`src/wftp_divider.sv`:
```
// ----------------------------------------------------------------------------
// wftp_divider
// Restoring divider, one quotient bit per cycle, for the pick time slice.
// ----------------------------------------------------------------------------
module wftp_divider (
    input  logic        i_clk,
    input  logic        i_rst_n,
    input  logic        i_start,
    input  logic [32:0] i_dividend,
    input  logic [23:0] i_divisor,
    output logic        o_done,
    output logic [15:0] o_quotient
);

    logic [32:0] r_quo, n_quo;
    logic [23:0] r_rem, n_rem;
    logic [23:0] r_div;
    logic [5:0]  r_cnt, n_cnt;
    logic        r_busy, n_busy, r_done, n_done;
    logic [24:0] w_trial;

    // one shift-subtract step; the remainder stays below the divisor
    always_comb begin
        w_trial = {r_rem, r_quo[32]};
        n_rem   = r_rem;
        n_quo   = r_quo;
        n_cnt   = r_cnt;
        n_busy  = r_busy;
        n_done  = 1'b0;
        if (i_start) begin
            n_rem  = '0;
            n_quo  = i_dividend;
            n_cnt  = 6'd33;
            n_busy = 1'b1;
        end else if (r_busy) begin
            if (w_trial >= {1'b0, r_div}) begin
                n_rem = 24'(w_trial - {1'b0, r_div});
                n_quo = {r_quo[31:0], 1'b1};
            end else begin
                n_rem = w_trial[23:0];
                n_quo = {r_quo[31:0], 1'b0};
            end
            n_cnt = r_cnt - 6'd1;
            if (r_cnt == 6'd1) begin
                n_busy = 1'b0;
                n_done = 1'b1;
            end
        end
    end

    always_ff @(posedge i_clk) begin
        if (!i_rst_n) begin
            r_busy <= 1'b0;
            r_done <= 1'b0;
        end else begin
            r_busy <= n_busy;
            r_done <= n_done;
        end
        r_rem <= n_rem;
        r_quo <= n_quo;
        r_cnt <= n_cnt;
        if (i_start) r_div <= i_divisor;
    end

    assign o_done     = r_done;
    assign o_quotient = r_quo[15:0];

endmodule
```
`config.mk`:
```
export PLATFORM = sky130hd
export DESIGN_NAME = wftp_divider
export DESIGN_NICKNAME = d
export VERILOG_FILES = /design/src/wftp_divider.sv
export SDC_FILE = /design/constraint.sdc
export NUM_CORES = 1
export LEC_CHECK = 0
export BUFFER_PORTS_ARGS = -buffer_cell sky130_fd_sc_hd__clkbuf_2
export CAP_MARGIN = 0
export CORE_MARGIN = 5
export CORE_UTILIZATION = 51
export CTS_CLUSTER_SIZE = 40
export DETAILED_ROUTE_END_ITERATION = 8
export PLACE_DENSITY = 0.77
export SLEW_MARGIN = 20
export SYNTH_ARGS = -nofsm -noshare
export SYNTH_HDL_FRONTEND = slang
export SYNTH_SLANG_ARGS = --single-unit
export TNS_END_PERCENT = 30
```
`constraint.sdc`:
```
create_clock -name i_clk -period 7.65 [get_ports i_clk]
set_input_delay 1.53 -clock i_clk [delete_from_list [all_inputs] [get_ports i_clk]]
set_output_delay 1.53 -clock i_clk [all_outputs]
set_load 0.05 [all_outputs]
```
==> results of run 1 <==
-- kinds of logic after synthesis --
kind of cell	synth area share, %
fa+ha+maj	6.85
flops	46.6
buf+inv	7.94
xor+xnor	3.30
mux	8.34
compound gates	15.1
simple gates	11.8
-- layer usage --
metal	GRT usage [%]	vias to the layer above	share of wire, %
met4	7.03	0	2.1
met1	25.7	1736	46
met3	4.52	22	7.5
met5	0	-	0
li1	-	1827	-
met2	25.7	146	44
-- synthesized netlist by cell type, drive strengths merged, types with 2 or more instances --
master / count / share of area, %
nor3: 8 / 0.79
and2: 2 / 0.25
o21a: 2 / 0.30
a21o: 11 / 1.6
and3: 3 / 0.37
nand2: 26 / 1.9
buf: 27 / 4.4
a21oi: 25 / 2.6
nor2: 47 / 3.5
or4: 2 / 0.37
xnor2: 14 / 2.4
o211ai: 4 / 0.60
nand4: 9 / 1.1
dfxtp: 32 / 13
a32oi: 5 / 0.87
nor2b: 6 / 0.74
o21bai: 4 / 0.82
nand3: 8 / 0.89
mux2i: 6 / 1.2
nand2b: 8 / 0.99
inv: 34 / 2.5
a31oi: 4 / 0.50
mux2: 32 / 7.1
a2111o: 2 / 0.45
a21boi: 2 / 0.30
o21ai: 18 / 1.8
xor2: 5 / 0.87
clkbuf: 13 / 0.99
ha: 26 / 6.4
edfxtp: 57 / 34
a211oi: 15 / 2.2
o31ai: 2 / 0.30
or2: 2 / 0.25
-- power by group --
group	total [mW]	internal, mW	leakage (nW)	switching (mW)
Clock	0.373	0.191	0.115	0.183
Sequential	0.577	0.556	0.829	0.0207
Combinational	0.254	0.101	1.46	0.153
-- sequential cells by signal, summed over array words and instances, names as in the netlist --
signal and flops:
o_done 1, r_cnt 6, r_div 24, r_quo 33, r_busy 1, r_rem 24
-- worst min-delay path, delay by kind of cell (launching register included) --
kind             cells  cell delay, ns
and+or+nand+nor      2            0.14
DFF                  1            0.34
-- layout make-up --
| cell class | count | area [µm²] | area share [%] |
|---|---|---|---|
| clock buffer | 10 | 128 | 2.29 |
| clock inverter | 6 | 100 | 1.80 |
| inverter | 34 | 128 | 2.29 |
| multi-input combinational | 317 | 2290 | 41.1 |
| sequential | 89 | 2350 | 42.2 |
| tap | 133 | 166 | 2.98 |
| timing repair buffer | 80 | 410 | 7.36 |
-- layout by cell type (no fill, tap or decap), types with 6 or more instances in the layout --
cell type  instances
a211oi_1          15
o21ai_0           17
inv_1             33
nand3_1            7
edfxtp_1          57
nand2_1           26
xnor2_1           14
ha_1              26
clkbuf_8           9
mux2_2            32
dfxtp_1           32
nor3_1             8
nand4_1            9
a21oi_1           23
nor2b_1            6
nand2b_1           8
a21o_1            11
nor2_1            46
clkbuf_2          75
mux2i_1            6
-- metrics by stage --
stage               total power, mW  cells  utilization [%]
floorplan                     0.790    480                -
global placement              0.834    653             55.0
detailed placement            0.841    653             55.0
CTS                            1.21    669             57.3
global route                   1.26    669             57.3
finish                         1.20    669             57.3
-- path summary, 6_finish.rpt --
check | start | endpoint | slack (ns) | depth (start not counted)
setup / recovery | r_rem[18] | r_rem[8] | 4.29 | 10
setup reg to reg | r_rem[18] | r_rem[8] | 4.29 | 10
hold reg to reg | r_rem[10] | r_rem[10] | 0.51 | 2
hold / removal | r_rem[10] | r_rem[10] | 0.51 | 2
==> impl_metrics.yaml, run 1 <==
critical_path:
  end_kind: "flip-flop"
  cp_slowest_cell: "o21ba_1"
  critical_path_class: "reg2reg"
  critPathBufInv: 1
  crit_fanout: 26
  cp_cell_sequence: "ha_1, a21oi_2, a21oi_1, a2111oi_0, o21ai_0, o21ba_1, buf_4, nand2_1, o211ai_1, o211a_1"
  cpPeakStageDelay_ns: 0.69
  worst_setup_path_start_kind: "flip-flop"
  crit_family: "compound AO/OA/AOI/OAI gates"
  worst_ep_required_time_ns: 7.96
  arrival_ns: 3.66
timing:
  rsz0062_at_grt: "no"
  totalNegativeSetupSlack_ns: 0
  fin_crit_ns: 3.36
  fin_worst_skew_ns: 0.00711
  final_max_slew_viol_count: 0
  hold_violations: 0
  fmaxAchievable_mhz: 298
  setup_viol: 0
  slew_headroom_pct: 52.8
  min_period_over_period_pct: 43.9
  tightest_slew_ns: 0.708
  layout_setup_ws_ns: 4.29
  whs_ns: 0.512
floorplan:
  dieArea_um2: 12000
  rows: 36
  die_h_um: 109
  initial_core_util_pct: 51.8
  core_area_um2: 9730
  io_pins: 77
  die_w_um: 109
placement:
  place.gp.congestion: 0.880
  dp.final_hpwl_mm: 7.46
  pre_cts_ws_ns: 4.20
  port_buffers: 76
  placed_area_um2: 5350
global_routing:
  grt_pass1_wl_mm: 16.8
  grt_max_degree: 54
  grt_pass1_vias: 3548
  antenna_found_initial: 0
  grt-ovfl-total: 0
  track_usage_pct: 17.8
final_layout:
  areaGrowthSynthToFinish_pct: 10.5
  nFillCells: 870
  fin_area_um2: 5580
  diodes: 0
  drive_above_1_share_pct: 25.6
  finalNetCount: 618
clocking:
  clk_transition_reported_paths_ns: 0.10
  post_cts_buffers: 0
  cts_num_sinks: 89
  cts_made_buffers: 9
  clk_path_buf_depth: 2
  ctsHoldBuffers: 0
  cts_tree: "done"
  clock-root-buffer: "clkbuf_8"
  htreeDepth: 3
  clock_insertion_delay_worst_skew_ns: 0.36
  cts_resized: 0
flow_run:
  max_cap_viol_count: 0
yosys:
  avgSynthCellArea_um2: 10.5
  netlist_area_um2: 5040
  syn_inst: 480
  synth_top_flop_cell: "edfxtp_1"
  synthesis.nets: 567
  ys_async_sr_fraction_pct: 0
  synth_seq_cells: 89
  synth_edf_count: 57
  seq_area_frac_synth_pct: 46.6
  synth_cell_types: 64
  ys_warn_count: 0
pwr:
  leakagePower_nw: 2.41
  power_density_nw_per_um2: 216
  ir_drop_uv: 159
route:
  route.detailed.drc: 0
  drtPass1Iterations: 4
  viasPerCell: 5.58
  wl_per_cell_um: 15.3
  wl_mm: 10.3
  via_count: 3731
  ant_nets: 0
  first_iter_violations: 294
outcome:
  status: "complete, no violations"
worst_hold_path:
  hp-class: "reg2reg"
No activity file was read; power rests on OpenSTA's default activity.
==> inputs of run 2 (changes only) <==
--- a/config.mk
+++ b/config.mk
@@ -5,13 +5,14 @@
 export SDC_FILE = /design/constraint.sdc
 export NUM_CORES = 1
 export LEC_CHECK = 0
+export ABC_AREA = 1
 export BUFFER_PORTS_ARGS = -buffer_cell sky130_fd_sc_hd__clkbuf_2
 export CAP_MARGIN = 0
 export CORE_MARGIN = 5
 export CORE_UTILIZATION = 51
 export CTS_CLUSTER_SIZE = 40
 export DETAILED_ROUTE_END_ITERATION = 8
-export PLACE_DENSITY = 0.77
+export PLACE_DENSITY = 0.79
 export SLEW_MARGIN = 20
 export SYNTH_ARGS = -nofsm -noshare
 export SYNTH_HDL_FRONTEND = slang
==> constraint.sdc (replaced) <==
create_clock -name i_clk -period 2.8 [get_ports i_clk]
set_input_delay 0.56 -clock i_clk [delete_from_list [all_inputs] [get_ports i_clk]]
set_output_delay 0.56 -clock i_clk [all_outputs]
set_load 0.05 [all_outputs]
==> run 2 against run 1 <==
Against the previous run: wire length is 27% higher; maximum frequency is 46% higher; first-iteration DRC count is 24% higher; critical endpoint is now r_rem[23]; largest cell class is now multi-input gates; largest power group unchanged.
==> impl_metrics.yaml, run 2 <==
clocking:
  htreeDepth: 3
  cts_resized: 0
  clock_insertion_delay_worst_skew_ns: 0.37
  cts_tree: "done"
  cts_num_sinks: 89
  cts_made_buffers: 9
  clk_transition_reported_paths_ns: 0.10
  ctsHoldBuffers: 0
  clk_path_buf_depth: 2
  clock-root-buffer: "clkbuf_8"
  post_cts_buffers: 0
critical_path:
  cpPeakStageDelay_ns: 0.39
  crit_family: "simple AND/OR/NAND/NOR gates"
  end_kind: "flip-flop"
  cp_cell_sequence: "inv_1, ha_1, nand2_1, inv_1, nand2_1, nand2_1, inv_1, nand2_1, a21oi_4, nand3_4, nand3_1, nand3_1, nand2_1"
  worst_ep_required_time_ns: 3.12
  cp_common_cell: "nand2_1"
  r2r-end: "r_rem[23]"
  critPathBufInv: 3
  cp_slowest_cell: "edfxtp_1"
  worst_setup_path_start_kind: "flip-flop"
  critical_path_class: "reg2reg"
  arrival_ns: 2.62
  timing.rr.start: "r_div[16]"
  crit_fanout: 25
  rr_worst_depth: 13
  rrSetupSlack_ns: 0.49
yosys:
  synth_seq_cells: 89
  synth_edf_count: 57
  ys_async_sr_fraction_pct: 0
  yosysMostFrequentCell: "nand2_1"
  ys_warn_count: 0
  synth_area_leader_cell: "edfxtp_1"
  synthesis.nets: 867
  synth_area_leaders: "edfxtp_1, nand2_1, dfxtp_1"
  avgSynthCellArea_um2: 7.22
  syn_inst: 780
  synth_cell_types: 32
  synth_top_area_share_pct: 30.4
  netlist_area_um2: 5630
  synthTopCellsByCount: "nand2_1, inv_1, edfxtp_1"
  seq_area_frac_synth_pct: 41.8
  synth_top_flop_cell: "edfxtp_1"
pwr:
  power_density_nw_per_um2: 470
  ir_drop_uv: 391
  leakagePower_nw: 3.31
final_layout:
  largest_register: "r_quo"
  largest_reg_flops: 33
  drive_above_1_share_pct: 13.9
  finalNetCount: 928
  diodes: 0
  reg.largest.list: "r_quo (33), r_div (24), r_rem (24)"
  areaGrowthSynthToFinish_pct: 11.4
  layout.cells.most_common: "nand2_1"
  layout.cells.non_filler: 986
  fin_area_um2: 6270
  layout_common_cells: "nand2_1, inv_1, clkbuf_2"
global_routing:
  grt-ovfl-total: 0
  grt_pass1_vias: 4705
  grt_pass1_wl_mm: 22.2
  track_usage_pct: 20.9
  grt_max_degree: 42
  antenna_found_initial: 0
timing:
  fin_crit_ns: 2.31
  hold_violations: 0
  slew_headroom_pct: 61.3
  fmaxAchievable_mhz: 434
  final_max_slew_viol_count: 0
  layout_setup_ws_ns: 0.495
  tightest_slew_ns: 0.580
  setup_viol: 0
  totalNegativeSetupSlack_ns: 0
  fin_worst_skew_ns: 0.0128
  rsz0062_at_grt: "no"
  min_period_over_period_pct: 82.3
route:
  ant_nets: 0
  viasPerCell: 4.99
  route.detailed.drc: 0
  first_iter_violations: 366
  wl_per_cell_um: 13.2
  wl_mm: 13.0
  via_count: 4919
  drtPass1Iterations: 5
placement:
  dp.cells: 970
  place.gp.congestion: 0.948
  pre_cts_ws_ns: 0.497
  dp.final_hpwl_mm: 9.72
  placed_area_um2: 6050
  port_buffers: 76
floorplan:
  rows: 38
  die_h_um: 115
  die_w_um: 115
  core_area_um2: 10800
  dieArea_um2: 13200
  io_pins: 77
  initial_core_util_pct: 51.9
worst_hold_path:
  hold_depth: 1
  hp-class: "in2reg"
  whs_endpoint: "r_div[5]"
  worstHoldStart: "i_divisor[5]"
outcome:
  status: "complete, no violations"
flow_run:
  max_cap_viol_count: 0
-- run 2: cell count changes after synthesis, sizes merged, moves of 15 or more --
cell    previous run  this run
nand2             26       299
inv               34       145
nand3              8        58
mux2              32         0
nand4              9        29
a211oi            15         0
-- run 2: cell type report --
type | count | area [µm²]
Clock buffer | 9 | 124
Clock inverter | 7 | 93.8
Fill cell | 1044 | 4570
Inverter | 146 | 548
Multi-Input combinational cell | 510 | 2520
Sequential cell | 89 | 2350
Tap cell | 140 | 175
Timing Repair Buffer | 85 | 460
-- run 2: how the worst max path moves through the flow --
stage,slack [ns],start,depth (start not counted),to
after floorplan,0.55,i_start,3,r_quo[0]
after global placement,0.56,r_div[22],10,r_quo[0]
after detailed placement,0.50,r_div[16],12,r_quo[0]
after CTS,0.50,r_div[16],13,r_rem[23]
after global routing,0.24,r_div[16],13,r_rem[23]
final,0.49,r_div[16],13,r_rem[23]
-- run 2: where the power goes --
| part | internal (mW) | switching (mW) | total, mW |
|---|---|---|---|
| clock | 0.439 | 0.523 | 0.962 |
| sequential | 1.50 | 0.0369 | 1.53 |
| combinational | 0.140 | 0.308 | 0.448 |
| total | 2.08 | 0.868 | 2.94 |
-- run 2: cell families (layout without fill, tap and decap cells) --
kind of cell | Yosys count | after routing | share of synthesized area, %
fa+ha+maj | 27 | 27 | 6.13
flops | 89 | 89 | 41.8
xor+xnor | 11 | 11 | 1.71
buf+inv | 181 | 247 | 13.5
compound gates | 37 | 37 | 3.64
simple gates | 435 | 435 | 33.2
-- run 2: metrics by stage --
stage | utilization (%) | hold slack, ns | power [mW]
after floorplan | - | 0.445 | 1.90
after global placement | 55.8 | 0.461 | 2.00
after detailed placement | 55.8 | 0.466 | 2.01
after CTS | 57.8 | 0.342 | 2.97
after global routing | 57.8 | 0.336 | 3.10
final | 57.8 | 0.359 | 2.94
-- run 2: worst reg2reg max path: cells and delay by family (launching register included) --
| family | cells | cell delay (ns) |
|---|---|---|
| buffers and inverters | 3 | 0.18 |
| and+or+nand+nor | 8 | 1.13 |
| DFF | 1 | 0.39 |
| adders and majority gates | 1 | 0.27 |
| AOI/OAI and AO/OA | 1 | 0.28 |
-- run 2: metal layers --
metal	global-route usage [%]	vias up	routed length, µm
met5	0	-	0
met4	6.03	0	183
met3	4.74	16	875
met2	33.6	140	5880
met1	28.3	2215	6070
li1	-	2548	-
